File: config.mk
export PLATFORM = sky130hd
export DESIGN_NAME = nsp_parser
export DESIGN_NICKNAME = d
export VERILOG_FILES = /design/src/rtl/core/nsp_pkg.sv /design/src/rtl/core/nsp_parser.sv
export SDC_FILE = /design/constraint.sdc
export NUM_CORES = 1
export LEC_CHECK = 0
export ABC_AREA = 1
export BUFFER_PORTS_ARGS = -buffer_cell sky130_fd_sc_hd__buf_2
export CORE_MARGIN = 2
export CORE_UTILIZATION = 60
export DETAILED_ROUTE_END_ITERATION = 7
export GPL_TIMING_DRIVEN = 0
export PLACE_DENSITY = 0.82
export SKIP_LAST_GASP = 1
export SLEW_MARGIN = 20
export SYNTH_ARGS = -nofsm -noshare
export SYNTH_HDL_FRONTEND = slang
export SYNTH_SLANG_ARGS = --single-unit
export TNS_END_PERCENT = 5
File: constraint.sdc
create_clock -name i_clk -period 7 [get_ports i_clk]
set_input_delay 1.75 -clock i_clk [delete_from_list [all_inputs] [get_ports i_clk]]
set_output_delay 1.75 -clock i_clk [all_outputs]
set_load 0.05 [all_outputs]
File: src/rtl/core/nsp_pkg.sv
`timescale 1ns / 1ps
// shared constants, types and address helpers for the nmea sentence parser
package nsp_pkg;

    localparam int MAX_SENTENCE   = 100;
    localparam int MAX_TERMS      = 20;
    localparam int MAX_TERM_CHARS = 15;

    localparam int TERM_STRIDE = MAX_TERM_CHARS + 1;
    localparam int BANK_CHARS  = MAX_TERMS * TERM_STRIDE;
    localparam int CHAR_DEPTH  = 2 * BANK_CHARS;
    localparam int LEN_DEPTH   = 2 * MAX_TERMS;
    localparam int CHAR_AW     = $clog2(CHAR_DEPTH);
    localparam int LEN_AW      = $clog2(LEN_DEPTH);

    localparam int TERM_W   = 5;
    localparam int POS_W    = 4;
    localparam int COUNT_W  = $clog2(MAX_SENTENCE + 3);
    localparam int PARITY_W = 14;

    localparam logic [7:0] BYTE_LF     = 8'h0A;
    localparam logic [7:0] BYTE_CR     = 8'h0D;
    localparam logic [7:0] BYTE_DOLLAR = 8'h24;
    localparam logic [7:0] BYTE_COMMA  = 8'h2C;
    localparam logic [7:0] BYTE_STAR   = 8'h2A;

    localparam logic CMD_FEED = 1'b0;
    localparam logic CMD_READ = 1'b1;

    // write requests from the parser into the term store
    typedef struct packed {
        logic               char_we;
        logic [CHAR_AW-1:0] char_addr;
        logic [7:0]         char_data;
        logic               len_we;
        logic [LEN_AW-1:0]  len_addr;
        logic [POS_W-1:0]   len_data;
    } t_wr_req;

    // read request into the term store
    typedef struct packed {
        logic               re;
        logic [CHAR_AW-1:0] char_addr;
        logic [LEN_AW-1:0]  len_addr;
    } t_rd_req;

    // parser status seen by the top level
    typedef struct packed {
        logic              accept;
        logic [TERM_W-1:0] term_count_next;
        logic [TERM_W-1:0] term_count;
        logic              bank;
    } t_parse_status;

    function automatic logic [CHAR_AW-1:0] char_addr(
        input logic              bank,
        input logic [TERM_W-1:0] term,
        input logic [POS_W-1:0]  pos
    );
        logic [CHAR_AW-1:0] a;
        a = CHAR_AW'(term) * CHAR_AW'(TERM_STRIDE) + CHAR_AW'(pos);
        if (bank) begin
            a = a + CHAR_AW'(BANK_CHARS);
        end
        return a;
    endfunction

    function automatic logic [LEN_AW-1:0] len_addr(
        input logic              bank,
        input logic [TERM_W-1:0] term
    );
        logic [LEN_AW-1:0] a;
        a = LEN_AW'(term);
        if (bank) begin
            a = a + LEN_AW'(MAX_TERMS);
        end
        return a;
    endfunction

endpackage

File: src/rtl/core/nsp_parser.sv
`timescale 1ns / 1ps
// byte-level sentence framing, parity check and term store write control
module nsp_parser (
    input  logic                   i_clk,
    input  logic                   i_rst_n,
    input  logic                   i_feed,
    input  logic [7:0]             i_byte,
    output nsp_pkg::t_wr_req       o_wr,
    output nsp_pkg::t_parse_status o_status
);

    typedef enum logic [1:0] {
        PH_WAIT,
        PH_BODY,
        PH_SUM_HI,
        PH_SUM_LO
    } t_phase;

    t_phase                         r_phase, n_phase, phase_eff;
    logic [nsp_pkg::COUNT_W-1:0]    r_char_count, n_char_count;
    logic [nsp_pkg::TERM_W-1:0]     r_term_index, n_term_index;
    logic [nsp_pkg::POS_W-1:0]      r_term_pos, n_term_pos;
    logic [nsp_pkg::POS_W-1:0]      r_eff_len, n_eff_len;
    logic                           r_zero_seen, n_zero_seen;
    logic [nsp_pkg::PARITY_W-1:0]   r_parity, n_parity;
    logic                           r_bank, n_bank;
    logic [nsp_pkg::TERM_W-1:0]     r_acc_terms, n_acc_terms;

    logic [nsp_pkg::PARITY_W-1:0]   sx_byte;
    logic [nsp_pkg::PARITY_W-1:0]   hex_val;
    logic [nsp_pkg::PARITY_W-1:0]   parity_lo;
    logic [nsp_pkg::POS_W-1:0]      put_eff;
    logic                           put_zero;
    logic                           accept;
    nsp_pkg::t_wr_req               wr;

    // sign-extended byte and unchecked hex digit value
    assign sx_byte = {{(nsp_pkg::PARITY_W-8){i_byte[7]}}, i_byte};
    assign hex_val = (!i_byte[7] && i_byte >= 8'd65)
                   ? nsp_pkg::PARITY_W'(i_byte - 8'd55)
                   : sx_byte - nsp_pkg::PARITY_W'(48);
    assign parity_lo = r_parity - hex_val;

    // effective length stops at the first zero byte
    assign put_zero = r_zero_seen || (i_byte == 8'h00);
    assign put_eff  = (!r_zero_seen && i_byte != 8'h00) ? r_eff_len + 1'b1 : r_eff_len;

    always_comb begin
        phase_eff = r_phase;
        if (r_char_count >= nsp_pkg::COUNT_W'(nsp_pkg::MAX_SENTENCE)
            || r_term_index >= nsp_pkg::TERM_W'(nsp_pkg::MAX_TERMS)
            || r_term_pos >= nsp_pkg::POS_W'(nsp_pkg::MAX_TERM_CHARS)) begin
            phase_eff = PH_WAIT;
        end
        if (i_byte == nsp_pkg::BYTE_LF || i_byte == nsp_pkg::BYTE_CR) begin
            phase_eff = PH_WAIT;
        end
    end

    always_comb begin
        n_phase      = r_phase;
        n_char_count = r_char_count;
        n_term_index = r_term_index;
        n_term_pos   = r_term_pos;
        n_eff_len    = r_eff_len;
        n_zero_seen  = r_zero_seen;
        n_parity     = r_parity;
        n_bank       = r_bank;
        n_acc_terms  = r_acc_terms;
        accept       = 1'b0;
        wr           = '0;
        wr.char_addr = nsp_pkg::char_addr(~r_bank, r_term_index, r_term_pos);
        wr.char_data = i_byte;
        wr.len_addr  = nsp_pkg::len_addr(~r_bank, r_term_index);
        wr.len_data  = r_eff_len;

        if (i_feed) begin
            n_phase = phase_eff;
            if (i_byte == nsp_pkg::BYTE_DOLLAR) begin
                n_parity     = '0;
                n_term_index = '0;
                n_term_pos   = '0;
                n_eff_len    = '0;
                n_zero_seen  = 1'b0;
                n_char_count = nsp_pkg::COUNT_W'(1);
                n_phase      = PH_BODY;
            end else begin
                case (phase_eff)
                    PH_BODY: begin
                        n_char_count = r_char_count + 1'b1;
                        if (i_byte == nsp_pkg::BYTE_COMMA
                            || i_byte == nsp_pkg::BYTE_STAR) begin
                            // close the term
                            wr.len_we    = r_term_index < nsp_pkg::TERM_W'(nsp_pkg::MAX_TERMS);
                            n_term_index = r_term_index + 1'b1;
                            n_term_pos   = '0;
                            n_eff_len    = '0;
                            n_zero_seen  = 1'b0;
                            if (i_byte == nsp_pkg::BYTE_COMMA) begin
                                n_parity = r_parity ^ sx_byte;
                            end else begin
                                n_phase = PH_SUM_HI;
                            end
                        end else begin
                            wr.char_we  = r_term_index < nsp_pkg::TERM_W'(nsp_pkg::MAX_TERMS);
                            n_term_pos  = r_term_pos + 1'b1;
                            n_eff_len   = put_eff;
                            n_zero_seen = put_zero;
                            n_parity    = r_parity ^ sx_byte;
                        end
                    end
                    PH_SUM_HI: begin
                        n_char_count = r_char_count + 1'b1;
                        wr.char_we   = r_term_index < nsp_pkg::TERM_W'(nsp_pkg::MAX_TERMS);
                        n_term_pos   = r_term_pos + 1'b1;
                        n_eff_len    = put_eff;
                        n_zero_seen  = put_zero;
                        n_parity     = r_parity - {hex_val[nsp_pkg::PARITY_W-5:0], 4'b0000};
                        n_phase      = PH_SUM_LO;
                    end
                    PH_SUM_LO: begin
                        n_char_count = r_char_count + 2'd2;
                        wr.char_we   = r_term_index < nsp_pkg::TERM_W'(nsp_pkg::MAX_TERMS);
                        wr.len_we    = r_term_index < nsp_pkg::TERM_W'(nsp_pkg::MAX_TERMS);
                        wr.len_data  = put_eff;
                        n_term_index = r_term_index + 1'b1;
                        n_term_pos   = '0;
                        n_eff_len    = '0;
                        n_zero_seen  = 1'b0;
                        n_parity     = parity_lo;
                        n_phase      = PH_WAIT;
                        if (parity_lo == '0) begin
                            accept      = 1'b1;
                            n_bank      = ~r_bank;
                            n_acc_terms = r_term_index + 1'b1;
                        end
                    end
                    default: begin
                        n_phase = PH_WAIT;
                    end
                endcase
            end
        end
    end

    always_ff @(posedge i_clk) begin
        if (!i_rst_n) begin
            r_phase      <= PH_WAIT;
            r_char_count <= '0;
            r_term_index <= '0;
            r_term_pos   <= '0;
            r_eff_len    <= '0;
            r_zero_seen  <= 1'b0;
            r_parity     <= '0;
            r_bank       <= 1'b0;
            r_acc_terms  <= '0;
        end else begin
            r_phase      <= n_phase;
            r_char_count <= n_char_count;
            r_term_index <= n_term_index;
            r_term_pos   <= n_term_pos;
            r_eff_len    <= n_eff_len;
            r_zero_seen  <= n_zero_seen;
            r_parity     <= n_parity;
            r_bank       <= n_bank;
            r_acc_terms  <= n_acc_terms;
        end
    end

    assign o_wr                     = wr;
    assign o_status.accept          = accept;
    assign o_status.term_count_next = n_acc_terms;
    assign o_status.term_count      = r_acc_terms;
    assign o_status.bank            = r_bank;

endmodule

==> impl_metrics.yaml, run 1 <==
worst_setup_path:
  reg2reg_depth: 21
  crit_end: "o_status[6]"
  r2r-start: "r_term_index[2]"
  critical_path.startpoint: "i_byte[4]"
  endpoint_kind: "primary output"
  cp_max_fo: 8
  r2r-end: "r_bank"
  worst_ep_required_time_ns: 5.25
  r2r_slack_ns: 3.06
  start_kind: "input pin"
  worstPathArrival_ns: 5.05
  worstSetupPathType: "input pin to primary output"
die:
  rows: 32
  io_pins: 53
  die_area_mm2: 0.00851
  die_y_um: 92.2
  initial_core_util_pct: 61.1
  dieWidth_um: 92.2
  core-area_mm2: 0.00765
drt:
  wl_um: 12600
  vias: 5148
  firstDrtPassIters: 6
  drc: 0
  wl_per_cell_um: 13.8
  vias_per_cell: 5.65
  drtIter0Drc: 469
  antenna_left: 0
sta:
  finalHoldViolations: 0
  finClkSkew_ns: 0.00743
  period_minus_slack_ns: 6.80
  finalSetupViolCount: 0
  maxSlewViolCount: 0
  holdWs_ns: 0.471
  fmax_mhz: 147
  fin_ws_ns: 0.199
  tns_ns: 0
  slew_headroom_pct: 59.1
  finalCritPeriodShare_pct: 97.2
  worst_pin_slew_ns: 0.614
  rsz0062_at_grt: "yes"
synthesis:
  syn_area_mm2: 0.00467
  ys.flop_type: "dfxtp_1"
  postSynthCellCount: 748
  yosysSeqAreaShare_pct: 18.4
  ys_types: 43
  async_flop_share_pct: 0
  ys_warn_count: 0
  synth_edf_count: 0
  synth-seq-cells: 43
  synth_fp_nets: 794
  avgSynthCellArea_um2: 6.24
cts:
  htree_levels: 2
  clkSinkCount: 43
  path_clk_slew_ns: 0.07
  cts_inserted_buffers: 5
  cts_tree: "done"
  clockBufferDepth: 2
  worstSkewPairLatency_ns: 0.29
  cts-root-buf: "clkbuf_8"
placed_design:
  placed_area_mm2: 0.00504
  gp_congestion: 0.962
  dp_hpwl_um: 10100
  io_buffers: 49
  dp_slack_ns: -0.181
global_routing:
  grtUsageTotal_pct: 29.7
  grt_pass1_wl_um: 20600
  antenna_found_initial: 0
  grt_max_degree: 13
  grt-ovfl-total: 0
  grt_pass1_vias: 4549
cells_and_area:
  layout-drive-gt1-share_pct: 18.3
  post-route-util_pct: 68.2
  n_fill_cell: 684
  finalNetCount: 854
  fin_area_mm2: 0.00522
  area_growth_pct: 11.7
  antenna_cells: 0
status:
  status: "finished, final reports clean"
power:
  p_leak_nw: 2.53
  power_density_mw_per_mm2: 118
  peakVddDrop_v: 0.000114
worst_hold_path:
  hold_path.class: "register to register"
job:
  cap_viol_max_count: 0
-- state kept, by name, summed over array words and instances, names as in the netlist --
register / count
r_phase: 2
r_term_pos: 4
r_acc_terms: 5
r_term_index: 5
r_eff_len: 4
r_zero_seen: 1
r_parity: 14
r_bank: 1
r_char_count: 7
-- worst max-delay path, cell delays in order --
cell and delay [ns]:
buf_2 0.15, inv_1 0.21, ha_1 0.23, nand2_2 0.10, nand2_4 0.11, nand2_4 0.08
buf_12 0.14, o21ai_2 0.20, inv_2 0.10, ha_1 0.29, a21oi_1 0.17, nand2_1 0.07
nand2_1 0.11, inv_2 0.07, nand3_2 0.08, nand2_1 0.08, nand2_1 0.09, nand2_1 0.05
nand2_1 0.10, nand3_1 0.13, nor2_4 0.22, nand3_4 0.13, nand2_1 0.12, nand2_1 0.06
buf_2 0.20
-- cells in the final DEF (no fill, tap or decap), drive strengths merged, types with 19 or more instances in the layout --
cell type	count
a21oi	60
buf	75
clkbuf	20
dfxtp	43
ha	33
inv	106
nand2	201
nand3	78
nand4	19
nor2	66
o21ai	48
-- logic make-up after synthesis --
| group | share of synthesized area, % |
|---|---|
| compound gates | 15.6 |
| fa+ha+maj | 9.70 |
| simple gates | 40.1 |
| flops | 18.4 |
| buf+inv | 13.6 |
| xor+xnor | 2.63 |
-- through the flow --
step	cells	total power, mW
after floorplan	748	0.401
after global placement	899	0.438
after detailed placement	899	0.443
after CTS	907	0.610
after global routing	911	0.649
final	911	0.615
-- worst min-delay path by stage --
stage | startpoint | end | slack (ns) | cells past startpoint
after detailed placement | r_parity[13] | r_parity[13] | 0.46 | 2
after global placement | r_zero_seen | r_zero_seen | 0.45 | 2
after CTS | r_phase[1] | r_phase[1] | 0.47 | 2
after global routing | r_parity[13] | r_parity[13] | 0.49 | 2
final | r_phase[1] | r_phase[1] | 0.47 | 2
after floorplan | r_zero_seen | r_zero_seen | 0.44 | 2
-- layer usage --
metal | track usage [%] | up-vias | wire length [um] | share of wire (%)
met4 | 10.6 | 0 | 393 | 3.1
met1 | 39.5 | 2289 | 5370 | 43
met2 | 49.6 | 262 | 5820 | 46
met3 | 3.53 | 38 | 1000 | 8.0
li1 | - | 2559 | - | -
met5 | 0 | - | 0 | 0
-- report_power, final --
group          internal [mW]  total (mW)  leakage (nW)  switching [mW]
logic                 0.0597       0.192          2.14           0.133
registers              0.248       0.253         0.347         0.00470
clock network         0.0900       0.170        0.0515          0.0803
-- layout make-up --
| cell class | instances | area, um2 | share of cell area [%] |
|---|---|---|---|
| Timing Repair Buffer | 53 | 287 | 5.49 |
| Sequential cell | 43 | 861 | 16.5 |
| Buffer | 34 | 231 | 4.44 |
| Inverter | 107 | 404 | 7.75 |
| Tap cell | 102 | 128 | 2.45 |
| Multi-Input combinational cell | 564 | 3210 | 61.5 |
| Clock buffer | 8 | 100 | 1.92 |
-- cell usage after synthesis, types with 2 or more instances --
cell | n | area (um2)
inv_1 | 97 | 364
nand3_2 | 9 | 90.1
nand2_2 | 13 | 81.3
xnor2_1 | 4 | 35.0
nor3_2 | 2 | 20.0
fa_1 | 2 | 40.0
buf_4 | 19 | 143
a211oi_1 | 3 | 22.5
o211ai_1 | 8 | 60.1
nand3_4 | 4 | 70.1
ha_1 | 33 | 413
nor2_1 | 56 | 210
a31oi_1 | 7 | 43.8
buf_6 | 2 | 22.5
nor2_2 | 5 | 31.3
nor2_4 | 5 | 56.3
nor3_1 | 8 | 40.0
nor3b_1 | 4 | 30.0
xor2_1 | 10 | 87.6
o22ai_1 | 3 | 18.8
nand2_4 | 7 | 78.8
nand2_1 | 181 | 679
dfxtp_1 | 43 | 861
nand3_1 | 65 | 325
o21ai_1 | 4 | 20.0
clkbuf_1 | 11 | 41.3
a21oi_1 | 59 | 295
nand4_1 | 19 | 119
o21ai_2 | 2 | 17.5
inv_2 | 9 | 33.8
o21ai_0 | 42 | 210
-- timing repair --
item / 4_1_cts / 5_1_grt
endpoints found under the hold margin: 0 / 0
pin swaps: 0 / 3
setup buffers: 0 / 4
endpoints found under the setup margin: 6 / 7
gates resized for setup: 3 / 11
hold buffers: 0 / 0
(Power assumes the default switching activity.)
==> run 2: changes to the inputs <==
--- a/config.mk
+++ b/config.mk
@@ -11,6 +11,7 @@
 export CORE_UTILIZATION = 60
 export DETAILED_ROUTE_END_ITERATION = 7
+export GPL_ROUTABILITY_DRIVEN = 1
 export GPL_TIMING_DRIVEN = 0
-export PLACE_DENSITY = 0.82
+export PLACE_DENSITY = 0.79
 export SKIP_LAST_GASP = 1
 export SLEW_MARGIN = 20
==> constraint.sdc (replaced) <==
create_clock -name i_clk -period 7 [get_ports i_clk]
set_input_delay 0 -clock i_clk [delete_from_list [all_inputs] [get_ports i_clk]]
set_output_delay 0 -clock i_clk [all_outputs]
set_load 0.05 [all_outputs]
==> impl_metrics.yaml, run 2 (same netlist as run 1, synthesis figures left out) <==
die:
  dieWidth_um: 92.2
  io_pins: 53
  rows: 32
  die_area_mm2: 0.00851
  initial_core_util_pct: 61.1
  core-area_mm2: 0.00765
  die_y_um: 92.2
drt:
  drtIter0Drc: 369
  vias: 5099
  firstDrtPassIters: 6
  wl_um: 12500
  vias_per_cell: 5.62
  wl_per_cell_um: 13.8
  drc: 0
  antenna_left: 0
placed_design:
  gp_congestion: 0.905
  placed_area_mm2: 0.00504
  dp_hpwl_um: 10200
  dp_cells: 899
  io_buffers: 49
sta:
  maxSlewViolCount: 0
  worst_pin_slew_ns: 0.630
  finalHoldViolations: 0
  slew_headroom_pct: 58.0
  finalSetupViolCount: 0
  period_minus_slack_ns: 4.32
  fmax_mhz: 231
  finalCritPeriodShare_pct: 61.7
  rsz0062_at_grt: "no"
  finClkSkew_ns: 0.00495
  tns_ns: 0
cts:
  clkSinkCount: 43
  cts_inserted_buffers: 5
  cts-root-buf: "clkbuf_8"
  path_clk_slew_ns: 0.08
  worstSkewPairLatency_ns: 0.29
  cts_tree: "done"
  htree_levels: 2
  ctsResizeCount: 0
  post_cts_buffers: 0
  holdBufCountCts: 1
  clockBufferDepth: 2
cells_and_area:
  fin_area_mm2: 0.00514
  layout-drive-gt1-share_pct: 17.0
  final_cell_mix: "nand2_1 (181), inv_1 (97), nand3_1 (65), a21oi_1 (59), nor2_1 (56)"
  instances_no_fill: 908
  final_common_cell: "nand2_1"
  regMostFlops: "r_parity"
  finalNetCount: 851
  antenna_cells: 0
  post-route-util_pct: 67.2
  reg_top3: "r_parity (14), r_char_count (7)"
  area_growth_pct: 10.0
  largest_register_ffs: 14
  n_fill_cell: 737
global_routing:
  grtUsageTotal_pct: 30.2
  antenna_found_initial: 0
  grt_pass1_vias: 4574
  grt_pass1_wl_um: 21200
  grt_max_degree: 14
  grt-ovfl-total: 0
power:
  peakVddDrop_v: 0.000105
  finalPower_mw: 0.598
  p_leak_nw: 2.51
  power_density_mw_per_mm2: 116
worst_setup_path:
  start_kind: "register"
  endpoint_kind: "primary output"
  worst_ep_required_time_ns: 7.00
  r2r-start: "r_term_index[2]"
  worstPathArrival_ns: 4.32
  reg2reg_depth: 16
  r2r_slack_ns: 3.06
  cp_max_fo: 10
  worstSetupPathType: "register to primary output"
  r2r-end: "r_parity[6]"
worst_hold_path:
  holdPathEnd: "r_bank"
  hold_path.class: "input pin to register"
  holdPathStages: 3
  min_from: "i_rst_n"
status:
  status: "finished, final reports clean"
job:
  cap_viol_max_count: 0
run 2: worst max-delay path, cell delays in order (launching register included):
cell	delay, ns
dfxtp_1	0.34
clkbuf_1	0.18
o21ai_0	0.38
o21ai_0	0.24
a31oi_1	0.21
o31ai_1	0.09
inv_1	0.08
nand3_1	0.17
inv_1	0.14
ha_1	0.21
clkbuf_1	0.42
nor2_1	0.25
clkinv_1	0.24
clkbuf_1	0.47
a21oi_1	0.09
nor3_1	0.21
buf_2	0.31
run 2: how the worst max path moves through the flow:
stage | from | cells after the start | end | slack, ns
global route | r_term_index[2] | 16 | o_wr[29] | 2.46
finish | r_term_index[2] | 16 | o_wr[29] | 2.68
detailed placement | r_term_index[2] | 16 | o_wr[29] | 3.12
global placement | r_term_index[2] | 16 | o_wr[29] | 3.20
CTS | r_term_index[2] | 16 | o_wr[29] | 2.80
floorplan | r_term_pos[0] | 15 | o_wr[29] | 3.44
run 2: final cells by class:
type	instances	area, um2	area share, %
multi-input combinational	564	3180	61.8
sequential	43	861	16.8
inverter	107	402	7.82
timing repair buffer	50	255	4.97
buffer	34	231	4.50
tap	102	128	2.48
clock buffer	6	72.6	1.41
clock inverter	2	12.5	0.243
run 2: per-layer routing:
| metal | wire (um) | vias to the layer above | GRT usage, % | part of all wire, % |
|---|---|---|---|---|
| li1 | - | 2560 | - | - |
| met1 | 5650 | 2307 | 41.7 | 45 |
| met2 | 5800 | 215 | 50.8 | 46 |
| met3 | 908 | 17 | 3.29 | 7.2 |
| met4 | 174 | 0 | 6.72 | 1.4 |
| met5 | 0 | - | 0 | 0 |
run 2: power breakdown:
part | leakage [nW] | total (mW) | switching (mW) | internal, mW
Clock | 0.0412 | 0.156 | 0.0866 | 0.0699
Sequential | 0.347 | 0.252 | 0.00452 | 0.248
Combinational | 2.12 | 0.189 | 0.131 | 0.0578
Total | 2.51 | 0.598 | 0.222 | 0.376
run 2: metrics by stage:
step	setup WS, ns	hold slack, ns
after floorplan	3.44	0.100
after global placement	3.20	0.256
after detailed placement	3.12	0.257
after CTS	2.80	0.0122
after global routing	2.46	0.0261
final	2.68	0.0208
